## src/hw/rtl/tks_pkg.sv

```systemverilog
// ----------------------------------------------------------------------------
// tks_pkg
// Shared constants, types and helpers of the top-k smallest selector.
// ----------------------------------------------------------------------------
package tks_pkg;

  localparam int MAX_K    = 32;
  localparam int ID_WIDTH = 16;
  localparam int DIST_W   = 8;
  localparam int KC_W     = 6;
  localparam int FUNC_W   = 2;
  localparam int CNT_W    = $clog2(MAX_K + 1);
  localparam int IDX_W    = (MAX_K > 1) ? $clog2(MAX_K) : 1;
  localparam int ENTRY_W  = ID_WIDTH + DIST_W;
  localparam int ADDR_W   = 3;
  localparam int DATA_W   = 32;

  localparam logic [KC_W-1:0]   KEEP_RESET = KC_W'(10);
  localparam logic [DIST_W-1:0] THR_RESET  = DIST_W'(255);

  // func codes; the fourth code is unused and only gives a status word
  localparam logic [FUNC_W-1:0] FN_OFFER = 2'd0;
  localparam logic [FUNC_W-1:0] FN_CLEAR = 2'd1;
  localparam logic [FUNC_W-1:0] FN_READ  = 2'd2;

  // register indexes (word address paddr[2])
  localparam logic REG_KEEP = 1'b0;
  localparam logic REG_THR  = 1'b1;

  typedef enum logic [2:0] {
    ST_IDLE,
    ST_EXEC,
    ST_SCAN,
    ST_DRAIN,
    ST_FINISH
  } state_t;

  typedef struct packed {
    logic [KC_W-1:0]   keep_count;
    logic [DIST_W-1:0] initial_threshold;
  } cfg_t;

  // ordering key: distance first, then id, then slot index to split duplicates
  typedef struct packed {
    logic [DIST_W-1:0]   dval;
    logic [ID_WIDTH-1:0] id;
    logic [IDX_W-1:0]    idx;
  } key_t;

  typedef struct packed {
    logic clr;
    logic find_max;
    logic have_prev;
  } scan_ctrl_t;

  function automatic logic [CNT_W-1:0] sat_keep(input logic [KC_W-1:0] kc);
    logic [CNT_W-1:0] k;
    if (int'(kc) > MAX_K) k = CNT_W'(MAX_K);
    else k = CNT_W'(kc);
    return k;
  endfunction

endpackage

```

## src/hw/rtl/tks_ram.sv

```systemverilog
// ----------------------------------------------------------------------------
// tks_ram
// Generic single-write, single-read RAM with registered read data.
// ----------------------------------------------------------------------------
module tks_ram #(
  parameter int WIDTH = 8,
  parameter int DEPTH = 16
) (
  input  logic                                   clk,
  input  logic                                   we,
  input  logic [((DEPTH > 1) ? $clog2(DEPTH) : 1)-1:0] waddr,
  input  logic [WIDTH-1:0]                       wdata,
  input  logic [((DEPTH > 1) ? $clog2(DEPTH) : 1)-1:0] raddr,
  output logic [WIDTH-1:0]                       rdata
);

  logic [WIDTH-1:0] mem [DEPTH];

  always_ff @(posedge clk) begin
    if (we) begin
      mem[waddr] <= wdata;
    end
    rdata <= mem[raddr];
  end

endmodule

```

## src/hw/rtl/tks_regs.sv

```systemverilog
// ----------------------------------------------------------------------------
// tks_regs
// APB-style register file: keep count and initial threshold.
// ----------------------------------------------------------------------------
module tks_regs (
  input  logic                        clk,
  input  logic                        rst,
  input  logic                        psel,
  input  logic                        penable,
  input  logic                        pwrite,
  input  logic [tks_pkg::ADDR_W-1:0]  paddr,
  input  logic [tks_pkg::DATA_W-1:0]  pwdata,
  output logic [tks_pkg::DATA_W-1:0]  prdata,
  output logic                        pready,
  output tks_pkg::cfg_t               cfg
);
  import tks_pkg::*;

  logic wr_en;

  assign pready = 1'b1;
  assign wr_en  = psel && penable && pwrite && pready;

  always_ff @(posedge clk) begin
    if (rst) begin
      cfg.keep_count        <= KEEP_RESET;
      cfg.initial_threshold <= THR_RESET;
    end else if (wr_en) begin
      unique case (paddr[2])
        REG_KEEP: cfg.keep_count        <= pwdata[KC_W-1:0];
        REG_THR:  cfg.initial_threshold <= pwdata[DIST_W-1:0];
        default:  ;
      endcase
    end
  end

  always_comb begin
    unique case (paddr[2])
      REG_KEEP: prdata = DATA_W'(cfg.keep_count);
      REG_THR:  prdata = DATA_W'(cfg.initial_threshold);
      default:  prdata = '0;
    endcase
  end

endmodule

```

## src/hw/rtl/tks_scan.sv

```systemverilog
// ----------------------------------------------------------------------------
// tks_scan
// Running search over words streamed from the entry RAM: either the largest
// key, or the smallest key (above the one emitted last, once one has been).
// ----------------------------------------------------------------------------
module tks_scan (
  input  logic                clk,
  input  logic                rst,
  input  tks_pkg::scan_ctrl_t ctrl,
  input  logic                sample_valid,
  input  tks_pkg::key_t       sample,
  input  tks_pkg::key_t       prev,
  output tks_pkg::key_t       best
);
  import tks_pkg::*;

  logic found;
  logic take;

  always_comb begin
    if (ctrl.find_max) begin
      take = sample_valid && (!found || (sample > best));
    end else begin
      take = sample_valid && (!ctrl.have_prev || (sample > prev))
                          && (!found || (sample < best));
    end
  end

  always_ff @(posedge clk) begin
    if (rst || ctrl.clr) begin
      found <= 1'b0;
    end else if (take) begin
      found <= 1'b1;
    end
  end

  always_ff @(posedge clk) begin
    if (take) begin
      best <= sample;
    end
  end

endmodule

```

## src/hw/rtl/top_k_smallest_selector_unit.sv

```systemverilog
// ----------------------------------------------------------------------------
// top_k_smallest_selector_unit
// Keeps the k smallest-distance (distance, id) pairs of one query.
// ----------------------------------------------------------------------------
// Entries sit in a 32-word RAM with one read and one write port; all work
// goes through that single read port, one word per cycle. A clear, a rejected
// offer with k zero, an offer into a store not yet full or an unused func
// loads its result word in the EXEC state once the output register is free,
// and the unit then returns to idle. An offer into a full store sweeps the n
// held entries for the largest pair through the SCAN and DRAIN states: its
// word is loaded in FINISH. A read-out runs one sweep per emitted word,
// loading each word in FINISH; an empty store gives its single word from
// EXEC. A stalled output holds the unit in EXEC or FINISH. One item is worked
// on at a time; the next is taken as soon as the last result word sits in the
// output register. The RAM is never cleared: only entries below the held
// count are read.
// ----------------------------------------------------------------------------
module top_k_smallest_selector_unit (
  input  logic                          clk,
  input  logic                          rst,
  input  logic                          psel,
  input  logic                          penable,
  input  logic                          pwrite,
  input  logic [tks_pkg::ADDR_W-1:0]    paddr,
  input  logic [tks_pkg::DATA_W-1:0]    pwdata,
  output logic [tks_pkg::DATA_W-1:0]    prdata,
  output logic                          pready,
  input  logic                          in_valid,
  output logic                          in_ready,
  input  logic [tks_pkg::FUNC_W-1:0]    func,
  input  logic [tks_pkg::ID_WIDTH-1:0]  item_id,
  input  logic [tks_pkg::DIST_W-1:0]    dist_req,
  output logic                          out_valid,
  input  logic                          out_ready,
  output logic                          accepted,
  output logic [tks_pkg::DIST_W-1:0]    current_threshold,
  output logic [tks_pkg::CNT_W-1:0]     held_count,
  output logic [tks_pkg::ID_WIDTH-1:0]  out_id,
  output logic [tks_pkg::DIST_W-1:0]    out_dist,
  output logic                          last
);
  import tks_pkg::*;

  cfg_t cfg;
  state_t state, state_next;

  logic [FUNC_W-1:0]   func_q;
  logic [ID_WIDTH-1:0] id_q;
  logic [DIST_W-1:0]   dist_q;

  logic [CNT_W-1:0]  entry_count, entry_count_next;
  logic [DIST_W-1:0] thr, thr_next;
  logic [IDX_W-1:0]  rd_idx, rd_tag;
  logic              rd_vld;
  logic [CNT_W-1:0]  emitted;
  logic              have_prev;
  key_t              prev, best, sample;

  logic [ENTRY_W-1:0] mem_rdata, mem_wdata;
  logic [IDX_W-1:0]   mem_waddr;
  logic               mem_we;

  logic [CNT_W-1:0] k_eff;
  logic             in_fire, out_free, is_full, offer_scan, read_scan;
  logic             last_rd, readout_done;
  logic             rd_issue, load_res, adv_read, scan_clr, cnt_we, thr_we;
  scan_ctrl_t       scan_ctrl;

  logic              res_acc, res_last;
  logic [DIST_W-1:0] res_thr, res_dist;
  logic [CNT_W-1:0]  res_cnt;
  logic [ID_WIDTH-1:0] res_id;

  tks_regs u_regs (
    .clk     (clk),
    .rst     (rst),
    .psel    (psel),
    .penable (penable),
    .pwrite  (pwrite),
    .paddr   (paddr),
    .pwdata  (pwdata),
    .prdata  (prdata),
    .pready  (pready),
    .cfg     (cfg)
  );

  tks_ram #(
    .WIDTH (ENTRY_W),
    .DEPTH (MAX_K)
  ) u_store (
    .clk   (clk),
    .we    (mem_we),
    .waddr (mem_waddr),
    .wdata (mem_wdata),
    .raddr (rd_idx),
    .rdata (mem_rdata)
  );

  assign sample = '{dval: mem_rdata[DIST_W-1:0],
                    id:   mem_rdata[ENTRY_W-1:DIST_W],
                    idx:  rd_tag};

  assign scan_ctrl = '{clr: scan_clr, find_max: (func_q == FN_OFFER),
                       have_prev: have_prev};

  tks_scan u_scan (
    .clk          (clk),
    .rst          (rst),
    .ctrl         (scan_ctrl),
    .sample_valid (rd_vld),
    .sample       (sample),
    .prev         (prev),
    .best         (best)
  );

  assign k_eff        = sat_keep(cfg.keep_count);
  assign in_ready     = (state == ST_IDLE);
  assign in_fire      = in_valid && in_ready;
  assign out_free     = !out_valid || out_ready;
  assign is_full      = (entry_count >= k_eff);
  assign offer_scan   = (func_q == FN_OFFER) && (k_eff != '0) && is_full;
  assign read_scan    = (func_q == FN_READ) && (entry_count != '0);
  assign last_rd      = (CNT_W'(rd_idx) == entry_count - CNT_W'(1));
  assign readout_done = (emitted + CNT_W'(1) == entry_count);

  // next state
  always_comb begin
    state_next = state;
    unique case (state)
      ST_IDLE: begin
        if (in_fire) state_next = ST_EXEC;
      end
      ST_EXEC: begin
        if (offer_scan || read_scan) state_next = ST_SCAN;
        else if (out_free) state_next = ST_IDLE;
      end
      ST_SCAN: begin
        if (last_rd) state_next = ST_DRAIN;
      end
      ST_DRAIN: state_next = ST_FINISH;
      ST_FINISH: begin
        if (out_free) begin
          if ((func_q == FN_READ) && !readout_done) state_next = ST_SCAN;
          else state_next = ST_IDLE;
        end
      end
      default: state_next = ST_IDLE;
    endcase
  end

  // datapath control and result word
  always_comb begin
    rd_issue         = 1'b0;
    load_res         = 1'b0;
    adv_read         = 1'b0;
    scan_clr         = 1'b0;
    mem_we           = 1'b0;
    mem_waddr        = entry_count[IDX_W-1:0];
    mem_wdata        = {id_q, dist_q};
    cnt_we           = 1'b0;
    thr_we           = 1'b0;
    entry_count_next = entry_count;
    thr_next         = thr;
    res_acc          = 1'b0;
    res_thr          = thr;
    res_cnt          = entry_count;
    res_id           = '0;
    res_dist         = '0;
    res_last         = 1'b1;
    unique case (state)
      ST_EXEC: begin
        if (offer_scan || read_scan) begin
          scan_clr = 1'b1;
        end else if (out_free) begin
          load_res = 1'b1;
          if ((func_q == FN_OFFER) && (k_eff != '0)) begin
            // store not full: append at the count
            mem_we           = 1'b1;
            cnt_we           = 1'b1;
            entry_count_next = entry_count + CNT_W'(1);
            res_acc          = 1'b1;
            res_cnt          = entry_count_next;
          end else if (func_q == FN_CLEAR) begin
            cnt_we           = 1'b1;
            thr_we           = 1'b1;
            entry_count_next = '0;
            thr_next         = cfg.initial_threshold;
            res_cnt          = '0;
            res_thr          = cfg.initial_threshold;
          end
        end
      end
      ST_SCAN: rd_issue = 1'b1;
      ST_FINISH: begin
        if (out_free) begin
          load_res = 1'b1;
          scan_clr = 1'b1;
          if (func_q == FN_OFFER) begin
            // replace the largest pair only on a strictly smaller distance
            if (best.dval > dist_q) begin
              mem_we    = 1'b1;
              mem_waddr = best.idx;
              thr_we    = 1'b1;
              thr_next  = dist_q;
              res_acc   = 1'b1;
              res_thr   = dist_q;
            end
          end else begin
            adv_read = 1'b1;
            res_id   = best.id;
            res_dist = best.dval;
            res_last = readout_done;
          end
        end
      end
      default: ;
    endcase
  end

  always_ff @(posedge clk) begin
    if (rst) begin
      state       <= ST_IDLE;
      entry_count <= '0;
      thr         <= THR_RESET;
      rd_idx      <= '0;
      rd_vld      <= 1'b0;
      have_prev   <= 1'b0;
      emitted     <= '0;
      out_valid   <= 1'b0;
    end else begin
      state  <= state_next;
      rd_vld <= rd_issue;
      rd_idx <= rd_issue ? rd_idx + IDX_W'(1) : '0;
      if (cnt_we) entry_count <= entry_count_next;
      if (thr_we) thr <= thr_next;
      if (in_fire) begin
        have_prev <= 1'b0;
        emitted   <= '0;
      end else if (adv_read) begin
        have_prev <= 1'b1;
        emitted   <= emitted + CNT_W'(1);
      end
      if (load_res) out_valid <= 1'b1;
      else if (out_ready) out_valid <= 1'b0;
    end
  end

  // payload: hold the item, the read tag, the last emitted key and the word
  always_ff @(posedge clk) begin
    rd_tag <= rd_idx;
    if (in_fire) begin
      func_q <= func;
      id_q   <= item_id;
      dist_q <= dist_req;
    end
    if (adv_read) prev <= best;
    if (load_res) begin
      accepted          <= res_acc;
      current_threshold <= res_thr;
      held_count        <= res_cnt;
      out_id            <= res_id;
      out_dist          <= res_dist;
      last              <= res_last;
    end
  end

endmodule
```

## config.mk

```make
export PLATFORM = sky130hd
export DESIGN_NAME = top_k_smallest_selector_unit
export DESIGN_NICKNAME = d
export VERILOG_FILES = /design/src/hw/rtl/tks_pkg.sv /design/src/hw/rtl/tks_ram.sv /design/src/hw/rtl/tks_regs.sv /design/src/hw/rtl/tks_scan.sv /design/src/hw/rtl/top_k_smallest_selector_unit.sv
export SDC_FILE = /design/constraint.sdc
export NUM_CORES = 1
export LEC_CHECK = 0
export ABC_AREA = 0
export BUFFER_PORTS_ARGS = -buffer_cell sky130_fd_sc_hd__buf_2
export CELL_PAD_IN_SITES_DETAIL_PLACEMENT = 0
export CELL_PAD_IN_SITES_GLOBAL_PLACEMENT = 1
export CORE_MARGIN = 4
export CORE_UTILIZATION = 27
export DETAILED_ROUTE_END_ITERATION = 12
export GPL_ROUTABILITY_DRIVEN = 0
export GPL_TIMING_DRIVEN = 0
export PLACE_DENSITY_LB_ADDON = 0.1
export SLEW_MARGIN = 20
export SYNTH_ARGS = -nofsm -noshare
export SYNTH_HDL_FRONTEND = slang
export SYNTH_SLANG_ARGS = --single-unit
```

## constraint.sdc

```tcl
create_clock -name clk -period 4.2 [get_ports clk]
set_input_delay 0.21 -clock clk [delete_from_list [all_inputs] [get_ports clk]]
set_output_delay 0.21 -clock clk [all_outputs]
set_load 0.005 [all_outputs]
```

==> results.md <==
* Status: finished, final reports clean
* Average wire per standard cell at approximately 27 um
* Max Clock Skew at roughly 35 ps
* Share of synthesized area occupied by flip-flops and latches at approximately 74%
* Number of sinks handled by clock tree synthesis at 967
* Crit start category: flip-flop
* Kind of end point of the critical path: flip-flop
* Synth area leader: sky130_fd_sc_hd__edfxtp_1
* Worst slew margin relative to its limit at between 20% and 30%
* Setup slack after placement at -1312 ps
* Synthesized area divided by synthesized cell count at roughly 20 um^2
* Count of mapped cells out of synthesis at 1928
* Worst hold slack at 72.40 ps
* Register bit count reported by yosys at a little under 1000
* Classification of the worst setup path: flip-flop to flip-flop
* Unrepaired setup endpoints after global routing: no
* Core Box Area at 0.1402 mm^2
* CTS buffer count at 108
* Clock transition at path regs at around 60 ps
* Hold path cells at 5
* Chain of cells forming the critical path: inv_1 > ha_1 > a21o_1 > a21o_1 > o2111ai_2 > a21o_1 > clkbuf_4 > mux2i_4 > nor2_4 > buf_12
* R2r startpoint: dist_q[6]$_DFFE_PP_
* Final wirelength at approximately 120000 um
* Data required time at the worst endpoint at 4600 ps
* Transition at the pin with the smallest max-transition slack at ~1200 ps
* Root buf cell: sky130_fd_sc_hd__clkbuf_16
* Max cap viols at 0
* Maximum VDD drop at ~0.00033 V
* Overall die width at 384.5 um
* Hpwl dp at about 80000 um
* Input/output buffers at 90
* Period utilization at about 95%
* Maximum fanout along the worst path at 13
* Maximum number of pins on one net before global-route repair at 33
* Max incr delay on CP at around 490 ps
* Cell with the biggest individual delay on the critical path: sky130_fd_sc_hd__edfxtp_1
* Layout cell share with drive strength beyond 1 at a little under a third
* Yosys warning total at 0
* Cell types with the largest area share after synthesis: sky130_fd_sc_hd__edfxtp_1 70%, sky130_fd_sc_hd__mux4_2 14%, sky130_fd_sc_hd__dfxtp_1 3.9%
* Dominant synthesized flop cell: sky130_fd_sc_hd__edfxtp_1
* Power density over the cells at ~430 mW/mm^2
* Cell area after layout at between 0.04 and 0.05 mm^2
* Initial standard-cell utilization of the core at 27.30%
* Final non-filler cell total at between 4000 and 5000
* Final-layout setup total negative slack at 0 ps
* Post-DR vias/cell at approximately 4.7
* Leakage power at approximately 15 nW
* Area of the die at about 0.15 mm^2
* Dominant cell type by count on the critical path: sky130_fd_sc_hd__a21o_1
* Buffer depth of the longest clock path at 3
* Die height at roughly 380 um
* Final setup vio count at 0
* Total routing usage reported by global routing at about 16%
* Endpoint of the worst-slack reg-to-reg timing path: u_store.mem[13][8]$_DFFE_PP_
* Share of the synthesized area in the top cell type at between 60% and 70%
* Pins over their slew limit at 0
* Cell Area, Placed at about 0.043 mm^2
* FP Rows at between 100 and 150
* Area growth from synthesis to final layout at 23.90%
* Number of ports placed on the die boundary at ~140
* Post-layout min period at 3995 ps
* Post-synthesis instance area at 0.03828 mm^2
* Count of unresolved DRC violations after routing at 0
* Netlist cell types at slightly below 60
* Fill cell count at roughly 13000
* Share of async-settable or async-resettable flops after synthesis at 0%
* Number of DRC violations after detailed-routing iteration 0 at about 1500
* Depth of the worst register-to-register path at 10
* Arrival time at the worst endpoint at around 4400 ps
* H-tree levels at 3
* Path type of the worst min-delay path: primary input to flip-flop
* Total number of vias at approximately 20000
* TritonCTS clock tree: built
* Global-route wire length before repair at 161200 um
* Initial DRT Pass Iterations at 5
* Critical Path Source: dist_q[6]$_DFFE_PP_
* Placed instance count at ~4000
* Critical path destination: u_store.mem[13][8]$_DFFE_PP_
* Number of antenna-violating nets in the routed design at 0
* Via count of the first global-routing pass at about 21000
* Number of nets in the finished design at around 2400
* Hold violation total from the final report at 0
* Fmax at roughly 250 MHz
* Total global routing overflow at 0
* Number of antenna violations at the first check in global routing at 3
* Worst skew pair latency at approximately 720 ps
* Slack of the worst reg-to-reg path at roughly 210 ps
* Worst path setup slack after routing at 205.1 ps
* Post-synth EDFFs at ~890
[metrics by stage]
step	util (%)	power, mW
after global routing	33.83	21.31
after CTS	33.64	20.87
after detailed placement	30.39	11.23
final	33.83	20.56
after floorplan	-	10.99
after global placement	29.36	11.19
[worst max-delay path, delay by kind of cell, from the launching register on]
kind	cells	cell delay [ps]
flip-flops	1	490
multiplexers	1	170
AND/OR/NAND/NOR	1	480
adder cells (fa/ha/maj)	1	320
buffers and inverters	3	1010
AO/OA/AOI/OAI	4	1130
[metal layers]
metal / GRT usage (%) / part of all wire [%] / vias to the layer above
met3: 2.665 / 4.5 / 145
li1: - / - / 8547
met4: 4.266 / 2.6 / 0
met5: 0 / 0 / -
met1: 21.56 / 45 / 10690
met2: 25.66 / 48 / 484
[flip-flops by register name, summed over array words and instances (netlist names), 14 cells and up]
signal / flops
out_id: 16
u_scan.best: 29
prev: 29
u_regs.cfg: 14
u_store.rdata: 24
u_store.mem: 768
id_q: 16
[worst min-delay path by stage]
stage / from / end / slack (ps)
after floorplan: dist_req[0] / dist_q[0]$_DFFE_PP_ / 310
after global placement: rd_idx[2]$_SDFF_PP0_ / rd_tag[2]$_DFF_P_ / 340
after detailed placement: rd_idx[2]$_SDFF_PP0_ / rd_tag[2]$_DFF_P_ / 340
after CTS: penable / u_regs.cfg[1]$_SDFFE_PP1P_ / 9
after global routing: penable / u_regs.cfg[1]$_SDFFE_PP1P_ / 80
final: penable / u_regs.cfg[1]$_SDFFE_PP1P_ / 70
[area by class of cell]
cell class | instances | area [um^2] | area share [%]
well taps | 1876 | 2347 | 4.949
inverters | 78 | 292.8 | 0.6173
repair buffers | 232 | 2740 | 5.777
diodes | 1 | 2.502 | 0.005276
plain buffers | 106 | 536.8 | 1.132
clock buffers | 141 | 2949 | 6.218
flip-flops and latches | 967 | 28290 | 59.64
clock inverters | 60 | 619.3 | 1.306
multi-input cells | 800 | 9657 | 20.36
[cell usage after synthesis, drive strengths merged (3+ instances only)]
library cell	n
a211o	6
a211oi	5
a21o	10
a21oi	29
a221oi	4
a31oi	7
and2	4
and3	8
buf	51
clkbuf	55
dfxtp	75
edfxtp	892
ha	77
inv	78
mux2	32
mux2i	10
mux4	240
nand2	49
nand2b	5
nand3	20
nand3b	11
nand4	13
nor2	76
nor2b	14
nor3	46
nor3b	7
nor4	4
o2111ai	3
o21a	3
o21ai	24
o21bai	5
o22ai	6
or2	3
or3	6
or4	4
xnor2	11
xor2	10
[cell usage in the layout, fill, tap and decap left out, types with 10 or more instances in the layout]
cell and n:
sky130_fd_sc_hd__edfxtp_1 892, sky130_fd_sc_hd__mux4_2 240, sky130_fd_sc_hd__buf_2 110, sky130_fd_sc_hd__clkbuf_16 110
sky130_fd_sc_hd__inv_1 78, sky130_fd_sc_hd__ha_1 77, sky130_fd_sc_hd__dfxtp_1 75, sky130_fd_sc_hd__clkbuf_1 66
sky130_fd_sc_hd__nand2_1 49, sky130_fd_sc_hd__nor3_1 46, sky130_fd_sc_hd__dlygate4sd3_1 42, sky130_fd_sc_hd__nor2_1 41
sky130_fd_sc_hd__buf_4 38, sky130_fd_sc_hd__buf_12 36, sky130_fd_sc_hd__nor2_4 34, sky130_fd_sc_hd__mux2_2 32
sky130_fd_sc_hd__a21oi_1 28, sky130_fd_sc_hd__conb_1 25, sky130_fd_sc_hd__buf_16 24, sky130_fd_sc_hd__o21ai_0 23
sky130_fd_sc_hd__clkinv_1 23, sky130_fd_sc_hd__buf_8 23, sky130_fd_sc_hd__nand3_1 20, sky130_fd_sc_hd__clkinv_2 19
sky130_fd_sc_hd__nor2b_1 14, sky130_fd_sc_hd__nand4_1 13, sky130_fd_sc_hd__clkbuf_2 13, sky130_fd_sc_hd__nand3b_1 11
sky130_fd_sc_hd__xnor2_1 11, sky130_fd_sc_hd__a21o_1 10, sky130_fd_sc_hd__xor2_1 10, sky130_fd_sc_hd__bufinv_16 10
[power breakdown]
| group | total, mW | internal (mW) | switching, mW |
|---|---|---|---|
| clock network | 9.49 | 5.55 | 3.93 |
| logic | 0.411 | 0.166 | 0.245 |
| registers | 10.7 | 10.6 | 0.0867 |
| total | 20.6 | 16.3 | 4.27 |
[timing repair]
item,4_1_cts,5_1_grt
setup endpoints to repair,785,149
endpoints found under the hold margin,44,0
hold buffers,42,0
pin swaps,23,2
gates resized for setup,14,2
buffers inserted,29,9
[cell families (layout without fill, tap and decap cells)]
group	after synthesis	count (layout)	share of synthesized area, %
simple gates	275	275	3.592
mux	282	282	15.32
other cells	2	26	0.01962
flops	967	967	73.89
compound gates	120	120	2.089
xor+xnor	21	21	0.4804
fa+ha+maj	77	77	2.517
buf+inv	184	617	2.089
Power figures use the tool's default switching activity.
